### src/hdl/bvg_pkg.sv
// bvg_pkg: shared types, constants and the charge table of the battery voltage gauge
// used by every module under hdl/
package bvg_pkg;

  localparam int ADC_BITS = 12;
  localparam int SAMPLE_W = 12;
  localparam int SUM_W    = 18;
  localparam int SCALE_W  = 18;
  localparam int OFFS_W   = 11;
  localparam int ALPHA_W  = 17;
  localparam int LIMIT_W  = 7;
  localparam int MV_W     = 13;
  localparam int PCT_W    = 7;
  localparam int FILT_W   = 29;
  localparam int MUL_A_W  = 29;
  localparam int MUL_B_W  = 18;
  localparam int PROD_W   = MUL_A_W + MUL_B_W;
  localparam int QUO_W    = SUM_W + SCALE_W;
  localparam int REM_W    = 6;
  localparam int DIV_W    = REM_W + SCALE_W;
  localparam int CFG_IDX_W  = 2;
  localparam int CFG_DATA_W = 18;
  localparam int TABLE_LEN  = 12;

  localparam logic [SAMPLE_W-1:0] ADC_MASK = SAMPLE_W'((64'd1 << ADC_BITS) - 64'd1);
  localparam logic [ALPHA_W-1:0]  Q16_ONE  = ALPHA_W'(65536);
  localparam logic [FILT_W-1:0]   V_MAX    = FILT_W'(64'd8191 << 16);
  localparam logic [PCT_W-1:0]    PCT_FLOOR = PCT_W'(5);

  typedef enum logic [CFG_IDX_W-1:0] {
    REG_ADC_SCALE    = 2'd0,
    REG_OFFSET       = 2'd1,
    REG_FILTER_ALPHA = 2'd2,
    REG_JUMP_LIMIT   = 2'd3
  } cfg_reg_t;

  typedef enum logic [3:0] {
    ST_IDLE,
    ST_DIV_SUM,
    ST_SPLIT,
    ST_MUL_REM,
    ST_DIV_REM,
    ST_OFFSET,
    ST_MUL_F,
    ST_MUL_V,
    ST_BLEND,
    ST_EMIT
  } state_t;

  typedef enum logic [1:0] {
    MSEL_QUO_SCALE,
    MSEL_REM_SCALE,
    MSEL_F_KEEP,
    MSEL_V_ALPHA
  } mul_sel_t;

  typedef enum logic {
    DSEL_SUM,
    DSEL_PROD
  } div_sel_t;

  typedef struct packed {
    logic     in_stall;
    logic     mul_en;
    mul_sel_t mul_sel;
    logic     div_en;
    div_sel_t div_sel;
  } ctrl_t;

  typedef logic [MV_W-1:0]  mv_t;
  typedef logic [PCT_W-1:0] pct_t;

  localparam mv_t THR_MV [TABLE_LEN] = '{
    13'd4200, 13'd4100, 13'd4000, 13'd3950, 13'd3900, 13'd3850,
    13'd3800, 13'd3750, 13'd3700, 13'd3650, 13'd3600, 13'd3550
  };
  localparam pct_t THR_PCT [TABLE_LEN] = '{
    7'd100, 7'd95, 7'd90, 7'd85, 7'd80, 7'd70,
    7'd60, 7'd50, 7'd40, 7'd30, 7'd20, 7'd10
  };

  // first threshold from the top that the voltage reaches wins
  function automatic pct_t lookup_percent(input mv_t mv);
    pct_t p;
    p = PCT_FLOOR;
    for (int i = TABLE_LEN - 1; i >= 0; i--) begin
      if (mv >= THR_MV[i]) p = THR_PCT[i];
    end
    return p;
  endfunction

endpackage

### src/hdl/bvg_mul.sv
// bvg_mul: shared unsigned multiplier with registered product
// depends on bvg_pkg for operand widths
module bvg_mul (
  input  logic                         clk,
  input  logic                         en,
  input  logic [bvg_pkg::MUL_A_W-1:0]  a,
  input  logic [bvg_pkg::MUL_B_W-1:0]  b,
  output logic [bvg_pkg::PROD_W-1:0]   p
);

  logic [bvg_pkg::PROD_W-1:0] prod_r;

  always_ff @(posedge clk) begin
    if (en) prod_r <= bvg_pkg::PROD_W'(a) * bvg_pkg::PROD_W'(b);
  end

  assign p = prod_r;

endmodule

### src/hdl/bvg_div.sv
// bvg_div: division by the constant group size through a reciprocal multiply
// depends on bvg_pkg for the dividend width
module bvg_div #(
  parameter int SAMPLES = 10
) (
  input  logic                       clk,
  input  logic                       en,
  input  logic [bvg_pkg::DIV_W-1:0]  dividend,
  output logic [bvg_pkg::DIV_W-1:0]  quotient
);

  localparam int DW = bvg_pkg::DIV_W;
  localparam int SH = DW + $clog2(SAMPLES);
  localparam int RW = SH + 1;
  localparam int PW = DW + RW;
  localparam longint unsigned RECIP =
    ((64'd1 << SH) + 64'(SAMPLES) - 64'd1) / 64'(SAMPLES);

  logic [PW-1:0] prod;
  logic [DW-1:0] quo_r;

  // rounded-up reciprocal gives the exact floor for every dividend below 2**DW
  assign prod = PW'(dividend) * PW'(RECIP);

  always_ff @(posedge clk) begin
    if (en) quo_r <= prod[SH +: DW];
  end

  assign quotient = quo_r;

endmodule

### src/hdl/battery_voltage_gauge.sv
// battery_voltage_gauge: top level, sequencer and datapath registers of the gauge
// depends on bvg_pkg, bvg_mul and bvg_div
//
// Samples are summed one per cycle; every SAMPLES-th sample ends a group and the
// block then stalls its input while one shared multiplier and a reciprocal divider
// by the group size work out the group voltage, the low-pass filter and the charge
// percent. The group sum is split into quotient and remainder by the group size so
// that each scaled part stays narrow. A sample that ends a group runs the sequencer
// through its divide, split, multiply, divide, offset, filter and emit steps (the
// very first group skips the filter steps and loads the filter directly), plus any
// wait for the previous result to be taken. A result waiting in the output register
// does not block new samples until the next group end.
module battery_voltage_gauge #(
  parameter int SAMPLES = 10
) (
  input  logic                            clk,
  input  logic                            rst_n,
  input  logic                            in_valid,
  output logic                            in_stall,
  input  logic [bvg_pkg::SAMPLE_W-1:0]    in_adc_sample,
  output logic                            out_valid,
  input  logic                            out_stall,
  output logic [bvg_pkg::MV_W-1:0]        out_voltage_mv,
  output logic [bvg_pkg::PCT_W-1:0]       out_percent,
  input  logic                            cfg_we,
  input  logic [bvg_pkg::CFG_IDX_W-1:0]   cfg_index,
  input  logic [bvg_pkg::CFG_DATA_W-1:0]  cfg_wdata
);

  localparam int CNT_W = $clog2(SAMPLES + 1);
  localparam int VS_W  = bvg_pkg::QUO_W + 2;

  bvg_pkg::state_t state_r, state_nxt;
  bvg_pkg::ctrl_t  ctrl;

  logic [bvg_pkg::SCALE_W-1:0]  scale_r;
  logic [bvg_pkg::OFFS_W-1:0]   offset_r;
  logic [bvg_pkg::ALPHA_W-1:0]  alpha_r;
  logic [bvg_pkg::LIMIT_W-1:0]  limit_r;

  logic [CNT_W-1:0]             group_count_r;
  logic [bvg_pkg::SUM_W-1:0]    sample_sum_r;
  logic [bvg_pkg::REM_W-1:0]    rem_r;
  logic [bvg_pkg::FILT_W-1:0]   filt_r;
  logic [bvg_pkg::FILT_W-1:0]   v_r;
  logic [bvg_pkg::PROD_W-1:0]   acc_r;
  logic                         primed_r;
  logic [bvg_pkg::PCT_W-1:0]    prev_pct_r;
  logic                         pct_known_r;
  logic                         out_valid_r;
  logic [bvg_pkg::MV_W-1:0]     out_mv_r;
  logic [bvg_pkg::PCT_W-1:0]    out_pct_r;

  logic                         in_fire, out_fire, group_end, emit_go;
  logic [CNT_W-1:0]             count_inc;
  logic [bvg_pkg::SUM_W-1:0]    sum_inc;
  logic [bvg_pkg::ALPHA_W-1:0]  alpha_c, keep_c;
  logic [bvg_pkg::MUL_A_W-1:0]  mul_a;
  logic [bvg_pkg::MUL_B_W-1:0]  mul_b;
  logic [bvg_pkg::PROD_W-1:0]   mul_p;
  logic [bvg_pkg::PROD_W-1:0]   blend_sum;
  logic [bvg_pkg::DIV_W-1:0]    div_in;
  logic [bvg_pkg::DIV_W-1:0]    div_quo;
  logic [bvg_pkg::REM_W-1:0]    rem_c;
  logic [bvg_pkg::QUO_W-1:0]    v_quo;
  logic signed [VS_W-1:0]       v_s;
  logic [bvg_pkg::FILT_W-1:0]   v_sat;
  logic [bvg_pkg::MV_W-1:0]     mv;
  logic [bvg_pkg::PCT_W-1:0]    pct_raw, pct_diff, pct_sel;

  assign in_fire   = in_valid && !in_stall;
  assign out_fire  = out_valid_r && !out_stall;
  assign count_inc = group_count_r + CNT_W'(1);
  assign group_end = (count_inc >= CNT_W'(SAMPLES));
  assign sum_inc   = sample_sum_r + bvg_pkg::SUM_W'(in_adc_sample & bvg_pkg::ADC_MASK);
  assign emit_go   = !out_valid_r || !out_stall;

  assign alpha_c = (alpha_r > bvg_pkg::Q16_ONE) ? bvg_pkg::Q16_ONE : alpha_r;
  assign keep_c  = bvg_pkg::Q16_ONE - alpha_c;

  // ---- sequencer ----
  always_comb begin
    state_nxt = state_r;
    case (state_r)
      bvg_pkg::ST_IDLE:     if (in_fire && group_end) state_nxt = bvg_pkg::ST_DIV_SUM;
      bvg_pkg::ST_DIV_SUM:  state_nxt = bvg_pkg::ST_SPLIT;
      bvg_pkg::ST_SPLIT:    state_nxt = bvg_pkg::ST_MUL_REM;
      bvg_pkg::ST_MUL_REM:  state_nxt = bvg_pkg::ST_DIV_REM;
      bvg_pkg::ST_DIV_REM:  state_nxt = bvg_pkg::ST_OFFSET;
      bvg_pkg::ST_OFFSET:   state_nxt = primed_r ? bvg_pkg::ST_MUL_F : bvg_pkg::ST_EMIT;
      bvg_pkg::ST_MUL_F:    state_nxt = bvg_pkg::ST_MUL_V;
      bvg_pkg::ST_MUL_V:    state_nxt = bvg_pkg::ST_BLEND;
      bvg_pkg::ST_BLEND:    state_nxt = bvg_pkg::ST_EMIT;
      bvg_pkg::ST_EMIT:     if (emit_go) state_nxt = bvg_pkg::ST_IDLE;
      default:              state_nxt = bvg_pkg::ST_IDLE;
    endcase
  end

  always_comb begin
    ctrl = '{in_stall: 1'b1, mul_en: 1'b0, mul_sel: bvg_pkg::MSEL_QUO_SCALE,
             div_en: 1'b0, div_sel: bvg_pkg::DSEL_SUM};
    case (state_r)
      bvg_pkg::ST_IDLE:    ctrl.in_stall = 1'b0;
      bvg_pkg::ST_DIV_SUM: begin
        ctrl.div_en  = 1'b1;
        ctrl.div_sel = bvg_pkg::DSEL_SUM;
      end
      bvg_pkg::ST_SPLIT: begin
        ctrl.mul_en  = 1'b1;
        ctrl.mul_sel = bvg_pkg::MSEL_QUO_SCALE;
      end
      bvg_pkg::ST_MUL_REM: begin
        ctrl.mul_en  = 1'b1;
        ctrl.mul_sel = bvg_pkg::MSEL_REM_SCALE;
      end
      bvg_pkg::ST_DIV_REM: begin
        ctrl.div_en  = 1'b1;
        ctrl.div_sel = bvg_pkg::DSEL_PROD;
      end
      bvg_pkg::ST_MUL_F: begin
        ctrl.mul_en  = 1'b1;
        ctrl.mul_sel = bvg_pkg::MSEL_F_KEEP;
      end
      bvg_pkg::ST_MUL_V: begin
        ctrl.mul_en  = 1'b1;
        ctrl.mul_sel = bvg_pkg::MSEL_V_ALPHA;
      end
      default: ;
    endcase
  end

  assign in_stall = ctrl.in_stall;

  // ---- shared multiplier ----
  always_comb begin
    case (ctrl.mul_sel)
      bvg_pkg::MSEL_QUO_SCALE: begin
        mul_a = bvg_pkg::MUL_A_W'(div_quo);
        mul_b = scale_r;
      end
      bvg_pkg::MSEL_REM_SCALE: begin
        mul_a = bvg_pkg::MUL_A_W'(rem_r);
        mul_b = scale_r;
      end
      bvg_pkg::MSEL_F_KEEP: begin
        mul_a = filt_r;
        mul_b = bvg_pkg::MUL_B_W'(keep_c);
      end
      bvg_pkg::MSEL_V_ALPHA: begin
        mul_a = v_r;
        mul_b = bvg_pkg::MUL_B_W'(alpha_c);
      end
      default: begin
        mul_a = '0;
        mul_b = '0;
      end
    endcase
  end

  bvg_mul u_mul (
    .clk (clk),
    .en  (ctrl.mul_en),
    .a   (mul_a),
    .b   (mul_b),
    .p   (mul_p)
  );

  // sum first, then the remainder times the scale
  assign div_in = (ctrl.div_sel == bvg_pkg::DSEL_SUM) ? bvg_pkg::DIV_W'(sample_sum_r)
                                                      : mul_p[bvg_pkg::DIV_W-1:0];

  bvg_div #(.SAMPLES(SAMPLES)) u_div (
    .clk      (clk),
    .en       (ctrl.div_en),
    .dividend (div_in),
    .quotient (div_quo)
  );

  // remainder is below the group size, so the low bits of the difference are exact
  assign rem_c = sample_sum_r[bvg_pkg::REM_W-1:0]
               - bvg_pkg::REM_W'(div_quo[bvg_pkg::REM_W-1:0] * bvg_pkg::REM_W'(SAMPLES));

  // sum*scale/n = q*scale + floor(r*scale/n)
  assign v_quo = acc_r[bvg_pkg::QUO_W-1:0] + bvg_pkg::QUO_W'(div_quo);

  // offset in mV moves to Q16 then the reading saturates to the 13-bit range
  always_comb begin
    v_s = $signed({2'b00, v_quo})
        + $signed({{(VS_W - bvg_pkg::OFFS_W - 16){offset_r[bvg_pkg::OFFS_W-1]}},
                   offset_r, 16'h0000});
    if (v_s < 0) begin
      v_sat = '0;
    end else if (v_s > $signed(VS_W'(bvg_pkg::V_MAX))) begin
      v_sat = bvg_pkg::V_MAX;
    end else begin
      v_sat = v_s[bvg_pkg::FILT_W-1:0];
    end
  end

  assign blend_sum = acc_r + mul_p;

  // ---- percent and jump rejection ----
  assign mv       = filt_r[bvg_pkg::FILT_W-1:16];
  assign pct_raw  = bvg_pkg::lookup_percent(mv);
  assign pct_diff = (pct_raw > prev_pct_r) ? (pct_raw - prev_pct_r) : (prev_pct_r - pct_raw);
  assign pct_sel  = (pct_known_r && (pct_diff > limit_r)) ? prev_pct_r : pct_raw;

  // ---- registers ----
  always_ff @(posedge clk) begin
    if (!rst_n) begin
      state_r       <= bvg_pkg::ST_IDLE;
      scale_r       <= bvg_pkg::SCALE_W'(109851);
      offset_r      <= '0;
      alpha_r       <= bvg_pkg::ALPHA_W'(9830);
      limit_r       <= bvg_pkg::LIMIT_W'(5);
      group_count_r <= '0;
      sample_sum_r  <= '0;
      filt_r        <= '0;
      primed_r      <= 1'b0;
      prev_pct_r    <= '0;
      pct_known_r   <= 1'b0;
      out_valid_r   <= 1'b0;
    end else begin
      state_r <= state_nxt;

      if (cfg_we) begin
        case (bvg_pkg::cfg_reg_t'(cfg_index))
          bvg_pkg::REG_ADC_SCALE:    scale_r  <= cfg_wdata[bvg_pkg::SCALE_W-1:0];
          bvg_pkg::REG_OFFSET:       offset_r <= cfg_wdata[bvg_pkg::OFFS_W-1:0];
          bvg_pkg::REG_FILTER_ALPHA: alpha_r  <= cfg_wdata[bvg_pkg::ALPHA_W-1:0];
          bvg_pkg::REG_JUMP_LIMIT:   limit_r  <= cfg_wdata[bvg_pkg::LIMIT_W-1:0];
          default: ;
        endcase
      end

      if (in_fire) begin
        group_count_r <= group_end ? '0 : count_inc;
      end

      // sum is last read when the remainder is taken
      if (in_fire) sample_sum_r <= sum_inc;
      else if (state_r == bvg_pkg::ST_SPLIT) sample_sum_r <= '0;

      if (state_r == bvg_pkg::ST_OFFSET && !primed_r) begin
        filt_r   <= v_sat;
        primed_r <= 1'b1;
      end
      if (state_r == bvg_pkg::ST_BLEND) filt_r <= blend_sum[bvg_pkg::FILT_W+15:16];

      if (state_r == bvg_pkg::ST_EMIT && emit_go) begin
        out_valid_r <= 1'b1;
        prev_pct_r  <= pct_sel;
        pct_known_r <= 1'b1;
      end else if (out_fire) begin
        out_valid_r <= 1'b0;
      end
    end

    if (state_r == bvg_pkg::ST_SPLIT) rem_r <= rem_c;
    if (state_r == bvg_pkg::ST_OFFSET) v_r <= v_sat;
    if (state_r == bvg_pkg::ST_MUL_REM || state_r == bvg_pkg::ST_MUL_V) acc_r <= mul_p;
    if (state_r == bvg_pkg::ST_EMIT && emit_go) begin
      out_mv_r  <= mv;
      out_pct_r <= pct_sel;
    end
  end

  assign out_valid      = out_valid_r;
  assign out_voltage_mv = out_mv_r;
  assign out_percent    = out_pct_r;

  // ---- checks ----
  a_result_held: assert property (@(posedge clk) disable iff (!rst_n)
    (out_valid_r && out_stall) |=>
      (out_valid_r && $stable(out_mv_r) && $stable(out_pct_r)))
    else $error("stalled result changed");

  a_count_in_range: assert property (@(posedge clk) disable iff (!rst_n)
    group_count_r < CNT_W'(SAMPLES))
    else $error("group count reached the group size");

  a_idle_holds: assert property (@(posedge clk) disable iff (!rst_n)
    (state_r == bvg_pkg::ST_IDLE && !in_fire) |=> (state_r == bvg_pkg::ST_IDLE))
    else $error("sequencer left idle without a request");

  a_percent_range: assert property (@(posedge clk) disable iff (!rst_n)
    out_valid_r |-> (out_pct_r <= bvg_pkg::PCT_W'(100)))
    else $error("percent above 100");

  a_emit_primed: assert property (@(posedge clk) disable iff (!rst_n)
    $rose(out_valid_r) |-> (primed_r && pct_known_r))
    else $error("result emitted before the filter was loaded");

endmodule
### config.mk
export PLATFORM = sky130hd
export DESIGN_NAME = battery_voltage_gauge
export DESIGN_NICKNAME = d
export VERILOG_FILES = /design/src/hdl/bvg_pkg.sv /design/src/hdl/bvg_mul.sv /design/src/hdl/bvg_div.sv /design/src/hdl/battery_voltage_gauge.sv
export SDC_FILE = /design/constraint.sdc
export NUM_CORES = 2
export LEC_CHECK = 0
export BUFFER_PORTS_ARGS = -buffer_cell sky130_fd_sc_hd__buf_2
export CAP_MARGIN = 20
export CORE_UTILIZATION = 40
export CTS_CLUSTER_SIZE = 10
export DETAILED_ROUTE_END_ITERATION = 7
export PLACE_DENSITY_LB_ADDON = 0.2
export SYNTH_ARGS = -nofsm -noshare
export SYNTH_HDL_FRONTEND = slang
export SYNTH_SLANG_ARGS = --single-unit
### constraint.sdc
create_clock -name clk -period 25.8 [get_ports clk]
set_input_delay 5.16 -clock clk [delete_from_list [all_inputs] [get_ports clk]]
set_output_delay 5.16 -clock clk [all_outputs]
set_load 0.02 [all_outputs]
# Word-level counts from Yosys, hierarchy flattened
# Index checks and enable logic that the tools add are counted.
# op_classes
n_lt_le_gt_ge,18
n_reduce_logical,23
addsub,9
n_mul,3
n_eq_ne,17
muxes,34
# op_table
operator,n
$ge 13x12->1 const B,10
$mux 29,4
$pmux 29 s4,1
$mux 7,13
$pmux 18 s3,1
$mul 24x24->48 const B,1
$add 45x45->45,1
$mul 29x18->45,1
$pmux 4 s10,1
$add 37x27->38,1
$gt 38x30->1 const B,1
$lt 38x1->1 const B,1
$add 36x21->36,1
$mux 18,2
$ge 13x13->1 const B,2
$mux 24,1
$mux 4,5
$add 18x12->18,1
$gt 17x17->1 const B,1
$mux 17,1
$sub 17x17->17 const A,1
$eq 4x3->1 const B,4
$gt 7x7->1,2
$sub 7x7->7,2
22 further kinds,45
# word_totals
register_bits,284
elab_cells,123
output_inout_bits,22

# Longest topological paths before layout
# depth
depth_word,18
mapped_depth,36
ltp_nobuf,33

# Cells and area by module
# Synthesis repeated with hierarchy kept, for this count alone.
# hier_totals
hier_cells,5020
area_unflattened_um2,45344.7
# modules_own_cells
module,cells_per_inst,seq_area_each_um2,area_each_um2,n_inst
bvg_mul,1981,1411.4,17954.7,1
battery_voltage_gauge,1870,5365.1,15865.2,1
bvg_div,1169,630.6,11524.8,1

# Least setup slack after synthesis
# Ideal clock, no wire load.
# synth_timing
path_type,flip-flop to flip-flop
startpoint,register state_r[1]
endpoint,"register u_mul.prod_r, in the netlist u_mul.p[40] (data pin)"
required_ns,25.665
n_path_buf,3
setup_ns,0.135
period_less_slack_ns,9.261
slack_ns,16.539
path_stages_with_launch,29
t_arrival_ns,9.126
path_cell_list,dfxtp_1 clkbuf_1 nand2_1 nor2_1 nor2_1 clkbuf_1 nand2_1 nand2_1 clkbuf_1 nand2_1 fa_1 inv_1 fa_1 fa_1 fa_1 fa_1 inv_1 fa_1 inv_1 ha_1 a21o_1 a21oi_1 o211ai_1 a2111oi_0 o211ai_1 o211ai_1 a21oi_1 or4_1 nand3_1
# synth_via
elab_chain_cells,6
# synth_lines
item,line,text
start: declaration,battery_voltage_gauge.sv:33,"bvg_pkg::state_t state_r, state_nxt;"
start signal: assignment,battery_voltage_gauge.sv:211,state_r <= bvg_pkg::ST_IDLE;
start signal: assignment,battery_voltage_gauge.sv:224,state_r <= state_nxt;
$eq 4x3->1 / $eq 4x2->1 (equally long branches),battery_voltage_gauge.sv:102,case (state_r)
$pmux 3 s4 *,battery_voltage_gauge.sv:102,
$eq 2x1->1 / $logic_not 2->1 (equally long branches),battery_voltage_gauge.sv:136,case (ctrl.mul_sel)
$reduce_or 2->1 (no line),--,
$pmux 18 s3,battery_voltage_gauge.sv:136,
$mul 29x18->45 *,bvg_mul.sv:14,if (en) prod_r <= bvg_pkg::PROD_W'(a) * bvg_pkg::PROD_W'(b);
end signal: assignment,bvg_mul.sv:14,
end: declaration,bvg_mul.sv:11,logic [bvg_pkg::PROD_W-1:0] prod_r;
# Every way passes the cells marked *; elsewhere a longest branch is shown, timed or not.
# A chain may end at the register's enable or synchronous reset.

# Worst setup path after layout
# layout_timing
startpoint,register state_r[0]
endpoint,"register u_mul.prod_r, in the netlist u_mul.p[43] (data pin)"
# Same word-level chain as after synthesis.

==> summary.txt <==
STA
  – Period utilization: 0.381
  – Worst Max-Slew Pin Slew: 1080 ps
  – Final min period: 9820 ps
  – Total Neg Setup Slack: 0 ps
  – Max Clk Rate: 102 MHz
  – Final number of hold-violating endpoints: 0
  – Worst clock skew on the final layout: 27.8 ps
  – Post-route setup slack: 15980 ps
  – Slew headroom: 0.277
  – Unrepaired setup endpoints after global routing: no
  – Final-report max-slew violation count: 0
  – Final setup violating endpoints: 0

CTS
  – Number of buffers inserted by hold repair at cts: 0
  – Post-CTS resize count: 0
  – Num CTS Buffers: 36
  – Insertion delay to the later sink of the worst-skew pair: 570 ps
  – Clock input transition at the sequential cells of the worst setup and hold paths: 60 ps
  – # H-tree levels: 2
  – Maximum buffer depth of the clock tree: 3
  – Total setup buffers inserted after CTS: 0
  – Sinks on the clock net: 284
  – Clock Tree Root: clkbuf_16
  – TritonCTS clock tree: yes

Finish
  – Fraction of the core area covered by cells at the end of the flow: 0.432
  – Layout Cell Area excl Fill: 0.0464 mm^2
  – FF+latch area: 0.00735 mm^2
  – Area growth syn-to-layout: 6.99%
  – Diode count: 0
  – Footprint of the multi-input gates: 0.0318 mm^2
  – Filler cells: 10600
  – # nets final: 5943
  – Share of cells above drive strength 1: 0.0498

Setup path
  – Worst EP required: 26100 ps
  – Critical path start-end classification: reg -> reg
  – R2R depth: 28
  – R2r startpoint: state_r[0]$_SDFFE_PN0P_
  – Max incr delay on CP: 960 ps
  – CP max FO: 22
  – End of the worst register-to-register path: u_mul.p[43]$_DFFE_PP_
  – Timing endpoint of the critical path: u_mul.p[43]$_DFFE_PP_
  – Arr. time, crit path: 10120 ps
  – Dominant cell type by count on the critical path: fa_1
  – Beginning of the critical path: state_r[0]$_SDFFE_PN0P_
  – Number of gates on the worst path with buffers counted: 28
  – R2r setup slk: 15980 ps
  – Endpoint type of the worst setup path: flop
  – WP buf/inv: 6
  – Gate family responsible for the most delay along the worst path: adder cells
  – Nature of the critical path startpoint: flop
  – Critical-path top delay cell: dfxtp_1

Route
  – Count of antenna-violating nets left after detailed routing: 0
  – Number of vias after detailed routing: 32900
  – Vias/cell: 5.32
  – Routed len/inst: 20.9 um
  – Number of search-and-repair iterations in the first detailed-routing pass: 7
  – Wirelength, routed: 129 mm
  – Detailed-route DRC error count: 0
  – Initial detailed-routing violation count: 2298

Yosys
  – Syn avg cell area: 9.10 um^2
  – Leading cell types by total area after synthesis: fa_1 30%, ha_1 14%, edfxtp_1 12%, inv_1 8.5%, dfxtp_1 5.5%
  – Post-synthesis instance total: 4762
  – Portion of synthesized cell area occupied by the leading cell type: 0.304
  – Fraction of registers with async set/reset: 0
  – Number of enable flip-flop cells after synthesis: 166
  – Most area-hungry cell type in the Yosys netlist: fa_1
  – Flop and latch count out of synthesis: 284
  – Synth Warn #: 0
  – Count of different cell masters after synthesis: 91
  – Synth Cell Area: 0.0433 mm^2
  – Most used flip-flop cell after synthesis: edfxtp_1
  – Sequential cell area fraction in the yosys report: 0.170

GRT
  – Wire length of the first global-routing pass: 202 mm
  – Gr ovfl total: 0
  – Vias in the first global route: 34100
  – Initial antenna violation count: 0
  – Pin count of the biggest net entering global routing: 58
  – GRT Resource Usage Total: 0.242

Job
  – Count of maximum capacitance violations: 0

Min path
  – Hold Path Stages: 2
  – Class of the tightest hold or removal check: reg -> reg

Die
  – Horiz. Die Dim: 331 um
  – Initial Utilization: 0.404
  – Count of pins on the block boundary: 59
  – Total Die Area: 0.110 mm^2
  – Floorplan row count: 120
  – Area of the placeable core: 0.107 mm^2
  – Y dimension of the die: 331 um

Place
  – Final GP Congestion: 0.954
  – Placed cell areas: 0.0452 mm^2
  – Input/output buffers: 58
  – Detailed placer's ending HPWL: 104 mm
  – Pre-CTS worst setup slack: 16160 ps

Run status
  – Status: complete, no violations
layout make-up:
type                            instances  share of cell area
Tap cell                             1403              0.0379
Sequential cell                       284               0.159
Clock inverter                          6             0.00151
Clock buffer                           59              0.0224
Multi-Input combinational cell       3337               0.685
Inverter                              982              0.0795
Timing Repair Buffer                  111              0.0148
state kept, by name, summed over array words and instances (netlist names), 4 cells and up:
signal	flops
prev_pct_r	7
limit_r	7
group_count_r	4
out_percent	7
rem_r	6
offset_r	11
sample_sum_r	18
scale_r	18
u_mul.p	45
out_voltage_mv	13
alpha_r	17
state_r	4
u_div.quotient	21
filt_r	29
acc_r	45
v_r	29
worst min-delay path by stage:
| stage | from | to |
|---|---|---|
| floorplan | filt_r[28]$_SDFFE_PN0P_ | out_voltage_mv[12]$_DFFE_PP_ |
| global placement | limit_r[4]$_SDFFE_PN0P_ | limit_r[4]$_SDFFE_PN0P_ |
| detailed placement | limit_r[5]$_SDFFE_PN0P_ | limit_r[5]$_SDFFE_PN0P_ |
| CTS | limit_r[5]$_SDFFE_PN0P_ | limit_r[5]$_SDFFE_PN0P_ |
| global route | scale_r[2]$_SDFFE_PN0P_ | scale_r[2]$_SDFFE_PN0P_ |
| finish | limit_r[5]$_SDFFE_PN0P_ | limit_r[5]$_SDFFE_PN0P_ |
placed cells by master, fill, tap and decap left out, drive strengths merged, types with 42 or more instances in the layout:
cell | Yosys | layout
o21ai | 132 | 132
edfxtp | 166 | 166
buf | 32 | 111
xor2 | 47 | 47
o21a | 44 | 44
and2 | 65 | 65
nor3 | 42 | 42
fa | 658 | 658
xnor2 | 115 | 115
a21oi | 235 | 235
a21o | 78 | 78
inv | 982 | 983
nand3 | 79 | 79
nor2 | 270 | 270
ha | 496 | 496
dfxtp | 118 | 118
clkbuf | 132 | 59
nand2 | 609 | 609
stage by stage:
step,hold slack [ps],instances
after floorplan,406,4767
after global placement,445,6116
after detailed placement,448,6117
after CTS,455,6182
after global routing,478,6182
final,452,6182
tightest hold or removal path: stages (launching register included):
cell,delay (ps)
dfxtp_1,300
nand2_1,50
a21oi_1,50
synth_stat cells (22+ instances only):
cell        n
nor3_1     41
ha_1      496
nand3_1    79
edfxtp_1  166
nor2_1    270
and2_1     64
o21ai_0   115
xor2_1     47
a21oi_1   234
xnor2_1   115
a22oi_1    23
fa_1      658
o21bai_1   25
o21a_1     44
nor2b_1    22
nand2b_1   25
mux2i_1    31
inv_1     982
clkbuf_1  132
dfxtp_1   118
a21o_1     78
nand4_1    31
nand2_1   608
kinds of logic after synthesis:
group / count (synthesis) / synth area share
AND/OR/NAND/NOR: 1240 / 0.128
adder cells (fa/ha/maj): 1154 / 0.447
buffers and inverters: 1146 / 0.100
AO/OA/AOI/OAI: 723 / 0.110
flip-flops: 284 / 0.170
XOR/XNOR: 162 / 0.0327
multiplexers: 52 / 0.0126
other: 1 / 0.0000866
metal layers:
layer  up-vias  GRT usage  routed length, um
met5         -          0                  0
met3       226     0.0259               6800
met2       971      0.411              62200
met4         0     0.0876               5080
li1      15300          -                  -
met1     16400      0.319              55300
Power is left out: the tool's default activity adds up to more than one toggle a clock period on the data nets, which glitch-free logic cannot reach.
